## src/hw/rtl/rcpw_pkg.sv

```systemverilog
// ----------------------------------------------------------------------------
// rcpw_pkg: shared types and constants of the RC pulse-width capture block
// Register indexes, config and channel-store structs, divider sizes and
// the per-channel reset widths.
// ----------------------------------------------------------------------------
package rcpw_pkg;

  // Microsecond width of the pulse-width fields
  localparam int unsigned UsW   = 12;
  localparam int unsigned TimeW = 32;

  // Serial divider: 27-bit dividend, 12-bit divisor, 15 quotient bits
  localparam int unsigned DivNW = 27;
  localparam int unsigned DivQW = 15;

  // Fixed-point scales
  localparam logic [14:0] PctFull = 15'd25600;
  localparam int unsigned UnitFracW = 14;

  // Operation codes
  localparam logic [1:0] OP_EDGE  = 2'd0;
  localparam logic [1:0] OP_READ  = 2'd1;
  localparam logic [1:0] OP_CLEAR = 2'd2;

  // Configuration register indexes
  localparam logic [2:0] CFG_VALID_MIN  = 3'd0;
  localparam logic [2:0] CFG_VALID_MAX  = 3'd1;
  localparam logic [2:0] CFG_CLAMP_MIN  = 3'd2;
  localparam logic [2:0] CFG_CLAMP_MAX  = 3'd3;
  localparam logic [2:0] CFG_CENTER     = 3'd4;
  localparam logic [2:0] CFG_HALF_RANGE = 3'd5;
  localparam logic [2:0] CFG_TIMEOUT    = 3'd6;

  // Reset width of each channel slot
  localparam logic [7:0][UsW-1:0] WidthReset = {
    12'd1500, 12'd1500, 12'd1000, 12'd1000,
    12'd1500, 12'd1000, 12'd1500, 12'd1500
  };

  typedef struct packed {
    logic [UsW-1:0]   valid_min;
    logic [UsW-1:0]   valid_max;
    logic [UsW-1:0]   clamp_min;
    logic [UsW-1:0]   clamp_max;
    logic [UsW-1:0]   center;
    logic [UsW-1:0]   half_range;
    logic [TimeW-1:0] timeout;
  } cfg_t;

  // Write request to the channel store
  typedef struct packed {
    logic             set_rise;
    logic             set_width;
    logic             set_new;
    logic             new_val;
    logic             set_last;
    logic [TimeW-1:0] stamp;
    logic [UsW-1:0]   width;
  } st_wr_t;

  // Read data from the channel store
  typedef struct packed {
    logic [TimeW-1:0] rise;
    logic [UsW-1:0]   width;
    logic             new_flag;
    logic [TimeW-1:0] last;
    logic [TimeW-1:0] thr_last;
  } st_rd_t;

endpackage

```

## src/hw/rtl/rcpw_cfg_regs.sv

```systemverilog
// ----------------------------------------------------------------------------
// rcpw_cfg_regs: configuration register file
// Seven registers written through a valid/ready channel; always ready.
// ----------------------------------------------------------------------------
module rcpw_cfg_regs
  import rcpw_pkg::*;
(
  input  logic        clk_i,
  input  logic        rst_ni,
  input  logic        cfg_valid_i,
  output logic        cfg_ready_o,
  input  logic [2:0]  cfg_index_i,
  input  logic [31:0] cfg_data_i,
  output cfg_t        cfg_o
);

  cfg_t cfg_q;

  assign cfg_ready_o = 1'b1;
  assign cfg_o       = cfg_q;

  // Register writes; unknown indexes are dropped
  always_ff @(posedge clk_i or negedge rst_ni) begin
    if (!rst_ni) begin
      cfg_q.valid_min  <= 12'd800;
      cfg_q.valid_max  <= 12'd2500;
      cfg_q.clamp_min  <= 12'd1000;
      cfg_q.clamp_max  <= 12'd2000;
      cfg_q.center     <= 12'd1500;
      cfg_q.half_range <= 12'd500;
      cfg_q.timeout    <= 32'd100000;
    end else if (cfg_valid_i) begin
      case (cfg_index_i)
        CFG_VALID_MIN:  cfg_q.valid_min  <= cfg_data_i[UsW-1:0];
        CFG_VALID_MAX:  cfg_q.valid_max  <= cfg_data_i[UsW-1:0];
        CFG_CLAMP_MIN:  cfg_q.clamp_min  <= cfg_data_i[UsW-1:0];
        CFG_CLAMP_MAX:  cfg_q.clamp_max  <= cfg_data_i[UsW-1:0];
        CFG_CENTER:     cfg_q.center     <= cfg_data_i[UsW-1:0];
        CFG_HALF_RANGE: cfg_q.half_range <= cfg_data_i[UsW-1:0];
        CFG_TIMEOUT:    cfg_q.timeout    <= cfg_data_i;
        default: ;
      endcase
    end
  end

endmodule

```

## src/hw/rtl/rcpw_chan_store.sv

```systemverilog
// ----------------------------------------------------------------------------
// rcpw_chan_store: per-channel capture state
// Rise time, stored width, new-data flag and last-update time per channel,
// one write port and one read port, plus a fixed tap on the throttle channel.
// ----------------------------------------------------------------------------
module rcpw_chan_store
  import rcpw_pkg::*;
#(
  parameter int unsigned CHANNELS         = 6,
  parameter int unsigned THROTTLE_CHANNEL = 2,
  parameter int unsigned IdxW             = (CHANNELS > 1) ? $clog2(CHANNELS) : 1
) (
  input  logic            clk_i,
  input  logic            rst_ni,
  input  logic            wr_en_i,
  input  logic [IdxW-1:0] wr_idx_i,
  input  st_wr_t          wr_i,
  input  logic [IdxW-1:0] rd_idx_i,
  output st_rd_t          rd_o
);

  logic [TimeW-1:0] rise_q [CHANNELS];
  logic [UsW-1:0]   width_q [CHANNELS];
  logic             new_q [CHANNELS];
  logic [TimeW-1:0] last_q [CHANNELS];

  // State update, one channel per write
  always_ff @(posedge clk_i or negedge rst_ni) begin
    if (!rst_ni) begin
      for (int i = 0; i < CHANNELS; i++) begin
        rise_q[i]  <= '0;
        width_q[i] <= WidthReset[i];
        new_q[i]   <= 1'b0;
        last_q[i]  <= '0;
      end
    end else if (wr_en_i) begin
      if (wr_i.set_rise)  rise_q[wr_idx_i]  <= wr_i.stamp;
      if (wr_i.set_width) width_q[wr_idx_i] <= wr_i.width;
      if (wr_i.set_new)   new_q[wr_idx_i]   <= wr_i.new_val;
      if (wr_i.set_last)  last_q[wr_idx_i]  <= wr_i.stamp;
    end
  end

  assign rd_o.rise     = rise_q[rd_idx_i];
  assign rd_o.width    = width_q[rd_idx_i];
  assign rd_o.new_flag = new_q[rd_idx_i];
  assign rd_o.last     = last_q[rd_idx_i];

  // Throttle tap; a zero stamp reads as never updated
  generate
    if (THROTTLE_CHANNEL < CHANNELS) begin : g_thr
      localparam logic [IdxW-1:0] ThrIdx = IdxW'(THROTTLE_CHANNEL);
      assign rd_o.thr_last = last_q[ThrIdx];
    end else begin : g_no_thr
      assign rd_o.thr_last = '0;
    end
  endgenerate

endmodule

```

## src/hw/rtl/rcpw_divider.sv

```systemverilog
// ----------------------------------------------------------------------------
// rcpw_divider: shared restoring divider
// One quotient bit per cycle; the quotient must fit in DivQW bits, so the
// top dividend bits start as the partial remainder.
// ----------------------------------------------------------------------------
module rcpw_divider
  import rcpw_pkg::*;
(
  input  logic             clk_i,
  input  logic             rst_ni,
  input  logic             start_i,
  input  logic [DivNW-1:0] num_i,
  input  logic [UsW-1:0]   den_i,
  output logic             done_o,
  output logic [DivQW-1:0] quot_o
);

  localparam int unsigned CntW = $clog2(DivQW);
  localparam logic [CntW-1:0] LastStep = CntW'(DivQW - 1);

  logic             run_q;
  logic             done_q;
  logic [CntW-1:0]  cnt_q;
  logic [UsW-1:0]   rem_q, rem_d;
  logic [DivQW-1:0] low_q, low_d;
  logic [UsW-1:0]   den_q;
  logic [UsW:0]     trial;
  logic             ge;

  // One subtract-and-compare step
  always_comb begin
    trial = {rem_q, low_q[DivQW-1]};
    ge    = trial >= {1'b0, den_q};
    rem_d = ge ? UsW'(trial - {1'b0, den_q}) : trial[UsW-1:0];
    low_d = {low_q[DivQW-2:0], ge};
  end

  // Sequencing of the steps
  always_ff @(posedge clk_i or negedge rst_ni) begin
    if (!rst_ni) begin
      run_q  <= 1'b0;
      done_q <= 1'b0;
      cnt_q  <= '0;
    end else begin
      done_q <= 1'b0;
      if (start_i) begin
        run_q <= 1'b1;
        cnt_q <= '0;
      end else if (run_q) begin
        cnt_q <= cnt_q + 1'b1;
        if (cnt_q == LastStep) begin
          run_q  <= 1'b0;
          done_q <= 1'b1;
        end
      end
    end
  end

  // Datapath
  always_ff @(posedge clk_i) begin
    if (start_i) begin
      rem_q <= num_i[DivNW-1:DivQW];
      low_q <= num_i[DivQW-1:0];
      den_q <= den_i;
    end else if (run_q) begin
      rem_q <= rem_d;
      low_q <= low_d;
    end
  end

  assign done_o = done_q;
  assign quot_o = low_q;

endmodule

```

## src/hw/rtl/rc_pulse_width_capture.sv

```systemverilog
// ----------------------------------------------------------------------------
// rc_pulse_width_capture: multi-channel RC pulse-width capture
// Edge, read and clear items; one result per item with raw, clamped,
// percent and unit positions, new-data flag and freshness.
// ----------------------------------------------------------------------------
// An invalid channel goes from the update state straight to the result; a valid
// one steps through clamp, percent and unit first. A new item is taken only after
// the done strobe of the last one. The shared 15-step divider serves percent then unit.
// Results are strobed for one cycle; the receiver cannot stall.
// Reset: registers to their defaults, widths to the per-channel reset table.
module rc_pulse_width_capture
  import rcpw_pkg::*;
#(
  parameter int unsigned CHANNELS         = 6,
  parameter int unsigned THROTTLE_CHANNEL = 2
) (
  input  logic               clk_i,
  input  logic               rst_ni,
  // configuration
  input  logic               cfg_valid_i,
  output logic               cfg_ready_o,
  input  logic [2:0]         cfg_index_i,
  input  logic [31:0]        cfg_data_i,
  // items
  input  logic               start_i,
  output logic               busy_o,
  input  logic [1:0]         operation_i,
  input  logic [2:0]         channel_i,
  input  logic               level_i,
  input  logic [31:0]        time_us_i,
  // results
  output logic               done_o,
  output logic               channel_valid_o,
  output logic               width_accepted_o,
  output logic [11:0]        raw_us_o,
  output logic [11:0]        clamped_us_o,
  output logic [14:0]        percent_q8_o,
  output logic signed [15:0] unit_q14_o,
  output logic               new_data_o,
  output logic               fresh_o,
  output logic               receiver_active_o,
  output logic [31:0]        last_update_us_o
);

  localparam int unsigned IdxW = (CHANNELS > 1) ? $clog2(CHANNELS) : 1;

  localparam logic [2:0] S_IDLE   = 3'd0;
  localparam logic [2:0] S_UPD    = 3'd1;
  localparam logic [2:0] S_CLAMP  = 3'd2;
  localparam logic [2:0] S_PCT    = 3'd3;
  localparam logic [2:0] S_PCT_W  = 3'd4;
  localparam logic [2:0] S_UNIT   = 3'd5;
  localparam logic [2:0] S_UNIT_W = 3'd6;
  localparam logic [2:0] S_OUT    = 3'd7;

  localparam logic signed [15:0] UnitOne = 16'sd16384;

  logic [2:0] state_q, state_d;

  cfg_t   cfg;
  st_wr_t st_wr;
  st_rd_t st_rd;
  logic   st_wr_en;

  // latched item
  logic [1:0]       op_q;
  logic [2:0]       ch_q;
  logic             level_q;
  logic [TimeW-1:0] now_q;
  logic [IdxW-1:0]  idx;
  logic             ch_ok;

  // result registers
  logic                chan_valid_q, accepted_q, new_q, fresh_q, active_q;
  logic [UsW-1:0]      raw_q, clamped_q;
  logic [14:0]         percent_q;
  logic signed [15:0]  unit_q;
  logic [TimeW-1:0]    last_q;
  logic                neg_q;

  // shared divider
  logic             div_start;
  logic [DivNW-1:0] div_num;
  logic [UsW-1:0]   div_den;
  logic             div_done;
  logic [DivQW-1:0] div_quot;

  // combinational helpers
  logic [TimeW-1:0] width_w;
  logic             width_ok;
  logic [UsW-1:0]   clamp_lo, clamp_v;
  logic [UsW-1:0]   pct_span, pct_off;
  logic signed [UsW:0] diff;
  logic [UsW-1:0]   diff_abs;

  // one spare bit so that a full set of eight channels still compares
  assign ch_ok = {1'b0, channel_i} < 4'(CHANNELS);
  assign idx   = ch_q[IdxW-1:0];

  rcpw_cfg_regs u_cfg (
    .clk_i       (clk_i),
    .rst_ni      (rst_ni),
    .cfg_valid_i (cfg_valid_i),
    .cfg_ready_o (cfg_ready_o),
    .cfg_index_i (cfg_index_i),
    .cfg_data_i  (cfg_data_i),
    .cfg_o       (cfg)
  );

  rcpw_chan_store #(
    .CHANNELS         (CHANNELS),
    .THROTTLE_CHANNEL (THROTTLE_CHANNEL),
    .IdxW             (IdxW)
  ) u_store (
    .clk_i    (clk_i),
    .rst_ni   (rst_ni),
    .wr_en_i  (st_wr_en),
    .wr_idx_i (idx),
    .wr_i     (st_wr),
    .rd_idx_i (idx),
    .rd_o     (st_rd)
  );

  rcpw_divider u_div (
    .clk_i   (clk_i),
    .rst_ni  (rst_ni),
    .start_i (div_start),
    .num_i   (div_num),
    .den_i   (div_den),
    .done_o  (div_done),
    .quot_o  (div_quot)
  );

  // Store writes for edge and clear items: wrapped width and window check
  always_comb begin
    width_w  = now_q - st_rd.rise;
    width_ok = (width_w >= {20'd0, cfg.valid_min}) && (width_w <= {20'd0, cfg.valid_max});
    st_wr_en = (state_q == S_UPD) && chan_valid_q;
    st_wr           = '0;
    st_wr.stamp     = now_q;
    st_wr.width     = width_w[UsW-1:0];
    case (op_q)
      OP_EDGE: begin
        st_wr.set_rise  = level_q;
        st_wr.set_width = !level_q && width_ok;
        st_wr.set_new   = !level_q && width_ok;
        st_wr.new_val   = 1'b1;
        st_wr.set_last  = !level_q && width_ok;
      end
      OP_CLEAR: begin
        st_wr.set_new = 1'b1;
        st_wr.new_val = 1'b0;
      end
      default: ;
    endcase
  end

  // Clamp and the operands for both divisions
  always_comb begin
    clamp_lo = (st_rd.width < cfg.clamp_min) ? cfg.clamp_min : st_rd.width;
    clamp_v  = (clamp_lo > cfg.clamp_max) ? cfg.clamp_max : clamp_lo;
    pct_span = cfg.clamp_max - cfg.clamp_min;
    pct_off  = clamped_q - cfg.clamp_min;
    diff     = $signed({1'b0, raw_q}) - $signed({1'b0, cfg.center});
    diff_abs = diff[UsW] ? UsW'(-diff) : diff[UsW-1:0];
    div_start = 1'b0;
    div_num   = DivNW'(pct_off) * DivNW'(PctFull);
    div_den   = pct_span;
    if (state_q == S_PCT) begin
      div_start = cfg.clamp_max > cfg.clamp_min;
    end else if (state_q == S_UNIT) begin
      div_num   = DivNW'({diff_abs, {UnitFracW{1'b0}}});
      div_den   = cfg.half_range;
      div_start = (cfg.half_range != '0) && (diff_abs < cfg.half_range);
    end
  end

  // Sequencer next state
  always_comb begin
    state_d = state_q;
    case (state_q)
      S_IDLE:   if (start_i) state_d = S_UPD;
      S_UPD:    state_d = chan_valid_q ? S_CLAMP : S_OUT;
      S_CLAMP:  state_d = S_PCT;
      S_PCT:    state_d = div_start ? S_PCT_W : S_UNIT;
      S_PCT_W:  if (div_done) state_d = S_UNIT;
      S_UNIT:   state_d = div_start ? S_UNIT_W : S_OUT;
      S_UNIT_W: if (div_done) state_d = S_OUT;
      S_OUT:    state_d = S_IDLE;
      default:  state_d = S_IDLE;
    endcase
  end

  always_ff @(posedge clk_i or negedge rst_ni) begin
    if (!rst_ni) begin
      state_q <= S_IDLE;
    end else begin
      state_q <= state_d;
    end
  end

  // Item latch and result registers
  always_ff @(posedge clk_i) begin
    case (state_q)
      S_IDLE: begin
        op_q         <= operation_i;
        ch_q         <= channel_i;
        level_q      <= level_i;
        now_q        <= time_us_i;
        chan_valid_q <= ch_ok;
      end
      S_UPD: begin
        accepted_q <= chan_valid_q && (op_q == OP_EDGE) && !level_q && width_ok;
        raw_q      <= '0;
        clamped_q  <= '0;
        percent_q  <= '0;
        unit_q     <= '0;
        new_q      <= 1'b0;
        fresh_q    <= 1'b0;
        active_q   <= 1'b0;
        last_q     <= '0;
      end
      S_CLAMP: begin
        raw_q     <= st_rd.width;
        clamped_q <= clamp_v;
        new_q     <= st_rd.new_flag;
        last_q    <= st_rd.last;
        fresh_q   <= (st_rd.last != '0) && ((now_q - st_rd.last) <= cfg.timeout);
        active_q  <= (st_rd.thr_last != '0) && ((now_q - st_rd.thr_last) <= cfg.timeout);
      end
      S_PCT: begin
        // equal bounds give zero, inverted bounds full scale
        if (cfg.clamp_max == cfg.clamp_min) begin
          percent_q <= '0;
        end else if (cfg.clamp_max < cfg.clamp_min) begin
          percent_q <= PctFull;
        end
      end
      S_PCT_W: if (div_done) percent_q <= div_quot;
      S_UNIT: begin
        neg_q <= diff[UsW];
        if (cfg.half_range == '0) begin
          unit_q <= '0;
        end else if (diff_abs >= cfg.half_range) begin
          unit_q <= diff[UsW] ? -UnitOne : UnitOne;
        end
      end
      S_UNIT_W: begin
        if (div_done) begin
          unit_q <= neg_q ? -$signed({1'b0, div_quot}) : $signed({1'b0, div_quot});
        end
      end
      default: ;
    endcase
  end

  assign busy_o            = state_q != S_IDLE;
  assign done_o            = state_q == S_OUT;
  assign channel_valid_o   = chan_valid_q;
  assign width_accepted_o  = accepted_q;
  assign raw_us_o          = raw_q;
  assign clamped_us_o      = clamped_q;
  assign percent_q8_o      = percent_q;
  assign unit_q14_o        = unit_q;
  assign new_data_o        = new_q;
  assign fresh_o           = fresh_q;
  assign receiver_active_o = active_q;
  assign last_update_us_o  = last_q;

  // Checks
  a_done_busy: assert property (@(posedge clk_i) disable iff (!rst_ni)
    done_o |-> busy_o) else $error("result strobed while idle");

  a_done_single: assert property (@(posedge clk_i) disable iff (!rst_ni)
    done_o |=> !done_o) else $error("result strobe longer than one cycle");

  a_accept_busy: assert property (@(posedge clk_i) disable iff (!rst_ni)
    (start_i && !busy_o) |=> busy_o) else $error("accepted item did not start work");

  a_invalid_zero: assert property (@(posedge clk_i) disable iff (!rst_ni)
    (done_o && !channel_valid_o) |-> (raw_us_o == '0 && last_update_us_o == '0 &&
      !receiver_active_o && !width_accepted_o))
    else $error("invalid channel result not cleared");

  a_unit_range: assert property (@(posedge clk_i) disable iff (!rst_ni)
    done_o |-> (unit_q14_o <= UnitOne && unit_q14_o >= -UnitOne))
    else $error("unit position out of range");

endmodule

```

## config.mk

```make
export PLATFORM = sky130hd
export DESIGN_NAME = rc_pulse_width_capture
export DESIGN_NICKNAME = d
export VERILOG_FILES = /design/src/hw/rtl/rcpw_pkg.sv /design/src/hw/rtl/rcpw_cfg_regs.sv /design/src/hw/rtl/rcpw_chan_store.sv /design/src/hw/rtl/rcpw_divider.sv /design/src/hw/rtl/rc_pulse_width_capture.sv
export SDC_FILE = /design/constraint.sdc
export NUM_CORES = 2
export LEC_CHECK = 0
export BUFFER_PORTS_ARGS = -buffer_cell sky130_fd_sc_hd__buf_4
export CAP_MARGIN = 20
export CELL_PAD_IN_SITES_DETAIL_PLACEMENT = 2
export CELL_PAD_IN_SITES_GLOBAL_PLACEMENT = 2
export CORE_ASPECT_RATIO = 0.6
export CORE_MARGIN = 3
export CORE_UTILIZATION = 30
export DETAILED_ROUTE_END_ITERATION = 16
export GPL_ROUTABILITY_DRIVEN = 0
export HOLD_SLACK_MARGIN = 0.08
export PLACE_DENSITY = 0.72
export REMOVE_ABC_BUFFERS = 1
export SLEW_MARGIN = 20
export SYNTH_ARGS = -nofsm -noshare
export SYNTH_HDL_FRONTEND = slang
export SYNTH_SLANG_ARGS = --single-unit
```

## constraint.sdc

```tcl
create_clock -name clk_i -period 8.4 [get_ports clk_i]
set_input_delay 0.42 -clock clk_i [delete_from_list [all_inputs] [get_ports clk_i]]
set_output_delay 0.42 -clock clk_i [all_outputs]
set_load 0.005 [all_outputs]
```

==> impl_results.md <==
- Status: complete, no violations
- Clock latency on the worst-skew pair: roughly 0.69 ns
- First-pass GRT wire length: 242900 um
- H-tree depth: 3
- RSZ-0062 raised after global routing: false
- Placed insts: 5803
- Worst setup path category: register to register
- Peak supply drop: around 0.57 mV
- Mapped cell area: 43280 um2
- Cts hold-fix bufs: 66
- Die Ht: between 300 and 400 um
- TNS Setup: 0 ns
- Die Area: ~150000 um2
- Sequential share of the synthesized area: 0.4526
- Worst slack, placed: 1.118 ns
- Pint: approximately 9.6 mW
- Antenna violations before repair: 17
- Post-synth EDFFs: 170
- Slew @ Worst Pin: 1.145 ns
- Max Buffers Root-to-Sink: 3
- Setup bufs post-CTS: 0
- Synth area leaders: dfrtp_1 (29%), edfxtp_1 (12%), mux2_2 (9.5%)
- Final Cycle Share: 0.8831
- PortBufs: 170
- Pwr/cell area: around 330 nW/um2
- Drt total wl: 162300 um
- Synth cell count leaders: dfrtp_1 (497), mux2_2 (366), ha_1 (307)
- Post-layout util: 0.3527
- Setup ws final: 0.9820 ns
- Design Area, Final: 50290 um2
- Sw Ratio: 0.4252
- Hold Path Class: input port to register
- Combinational power share: 0.494
- Slew margin rel.: 0.2366
- Final setup viols: 0
- Residual DRC count: 0
- Crit path DAT: between 7 and 8 ns
- Critical path startpoint category: register
- Leading area contributor after synthesis: dfrtp_1
- Fraction of layout cells with a size suffix above 1: 0.2572
- Routed vias/inst: 5.447
- Hold Violations, Final: 0
- Yosys warning total: 0
- First-pass iteration count of the detailed router: 5
- Num CTS Buffers: 81
- WHS: ~0.13 ns
- Via count: 32790
- Layout Nets: around 4400
- Post-DP Area: approximately 47000 um2
- Depth of the worst register-to-register path: 26
- Post-synth cell types: 84
- Max cap viols: 0
- GRT overflow: 0
- Top FF cell, synth: dfrtp_1
- Final Slew Violations: 0
- Ports: 172
- Number of global-route vias before repair: 35810
- Rows: 107
- Crit Path Max Fanout: 55
- Layout Cells excl Fill: 6021
- Starting density of the core: 0.3036
- Synth Register Bits: 745
- Clock skew: 0.03182 ns
- Clock tree sinks: between 700 and 800
- Yosys top cell area share: 0.2873
- Sequential power share: 0.283
- Filler cell count: 14960
- Required arrival time at the worst endpoint: 8.90 ns
- Avg WL per Cell: 26.95 um
- Clock power frac: 0.223
- Count leader, synth: dfrtp_1
- P_leak: 22.54 nW
- CTS Root Buffer Type: clkbuf_16
- Clk pin slew, worst setup/hold paths: 0.07 ns
- Core Region: 142600 um2
- Gr usage total: 0.2154
- P&R area growth vs syn: 16.20%
- Initial drt markers: 2694
- Min Tclk post-route: 7.418 ns
- Cells after synthesis: 3814
- TritonCTS clock tree: built
- CTS resizes: 0
- Achievable Freq: 134.8 MHz
- Total power: 16.76 mW
- Asr flop ratio synth: 0.7718
- Antenna-violating nets left: 0
- CP endpoint kind: register
- Avg Inst Size Synth: 11.35 um2
- Psw: between 7 and 8 mW
- Post-DP HPWL: 116500 um
- Hold depth: 3
- Overall die width: 496.4 um
- Largest net degree at the start of global routing: 151
[area by class of cell]
class | instances | area (um2) | share of cell area
clock buffer | 122 | 2462 | 0.04896
sequential | 745 | 19590 | 0.3895
multi-input combinational | 2627 | 21740 | 0.4323
inverter | 242 | 908.4 | 0.01806
antenna | 1 | 2.502 | 0.00004976
tap | 1907 | 2386 | 0.04744
timing repair buffer | 349 | 2990 | 0.05946
clock inverter | 28 | 210.2 | 0.004180
[registers in the layout, summed over array words and instances (netlist names), 15 cells and up]
| signal | cells |
|---|---|
| u_store.width_q | 72 |
| percent_q8_o | 15 |
| u_div.quot_o | 15 |
| u_store.rise_q | 192 |
| now_q | 32 |
| u_cfg.cfg_o | 104 |
| unit_q14_o | 16 |
| u_store.last_q | 160 |
| last_update_us_o | 32 |
| u_store.rd_o | 32 |
[cell usage in the layout, fill, tap and decap left out, types with 43 or more instances in the layout]
| master | count |
|---|---|
| a22oi_1 | 166 |
| a221oi_1 | 66 |
| o21ai_0 | 139 |
| clkbuf_16 | 89 |
| a21oi_1 | 158 |
| dfrtp_1 | 497 |
| xor2_1 | 55 |
| mux2_4 | 156 |
| buf_4 | 265 |
| dlygate4sd3_1 | 66 |
| nand3_1 | 43 |
| nand4_1 | 44 |
| edfxtp_1 | 170 |
| inv_1 | 242 |
| dfstp_2 | 78 |
| nor2_1 | 201 |
| ha_1 | 307 |
| xnor2_1 | 80 |
| a21o_1 | 81 |
| mux2_2 | 366 |
| nand2_1 | 238 |
[worst paths after layout]
check | from | endpoint | slack (ns)
max reg2reg | ch_q[2] | fresh_o | 0.98
min | cfg_data_i[10] | u_cfg.cfg_o[54] | 0.13
max in group asynchronous | rst_ni | u_div.cnt_q[0] | 5.92
min reg2reg | u_cfg.cfg_o[54] | u_cfg.cfg_o[54] | 0.51
min in group asynchronous | rst_ni | u_cfg.cfg_o[18] | 0.33
max | ch_q[2] | fresh_o | 0.98
[kinds of logic after synthesis]
group,Yosys count,synth area share
other,1,0.00008664
AOI/OAI and AO/OA,821,0.1297
DFF,745,0.4526
buffers and inverters,442,0.04735
xor gates and xnor gates,135,0.02732
and+or+nand+nor,790,0.08979
adders and majority gates,321,0.09522
muxes,559,0.1579
[worst max-delay path, stage by stage (launching register included)]
cell       delay, ns
edfxtp_1        0.57
nor3b_2         0.27
buf_12          0.25
a22oi_1         0.24
nand2_1         0.18
a221oi_1        0.85
ha_1            0.43
nand2_1         0.17
nor2_1          0.09
or3b_2          0.46
o21ai_0         0.47
a31oi_1         0.19
o21ai_0         0.24
a21oi_1         0.14
mux2i_1         0.17
o2111ai_1       0.14
ha_1            0.32
a21o_1          0.18
a21o_1          0.17
a21o_1          0.17
a21oi_1         0.15
nor2b_1         0.06
o21ai_0         0.17
nand2b_1        0.08
a221oi_1        0.46
o311ai_0        0.26
a221oi_1        0.32
[metal layers]
| metal | wire [um] | GRT usage | vias to the layer above |
|---|---|---|---|
| met5 | 0 | 0 | - |
| met4 | 2658 | 0.03945 | 0 |
| met3 | 8273 | 0.03180 | 167 |
| met2 | 69500 | 0.3189 | 747 |
| met1 | 81840 | 0.3315 | 17510 |
| li1 | - | - | 14370 |
[power by group through the flow]
stage               clock [mW]  combinational [mW]  sequential [mW]
floorplan                    0                5.14             4.72
global placement             0                7.77             4.79
detailed placement           0                8.12             4.81
CTS                       3.84                8.25             4.75
global route              3.99                9.16             4.80
finish                    3.73                8.29             4.74
No activity file was read; power rests on OpenSTA's default activity.
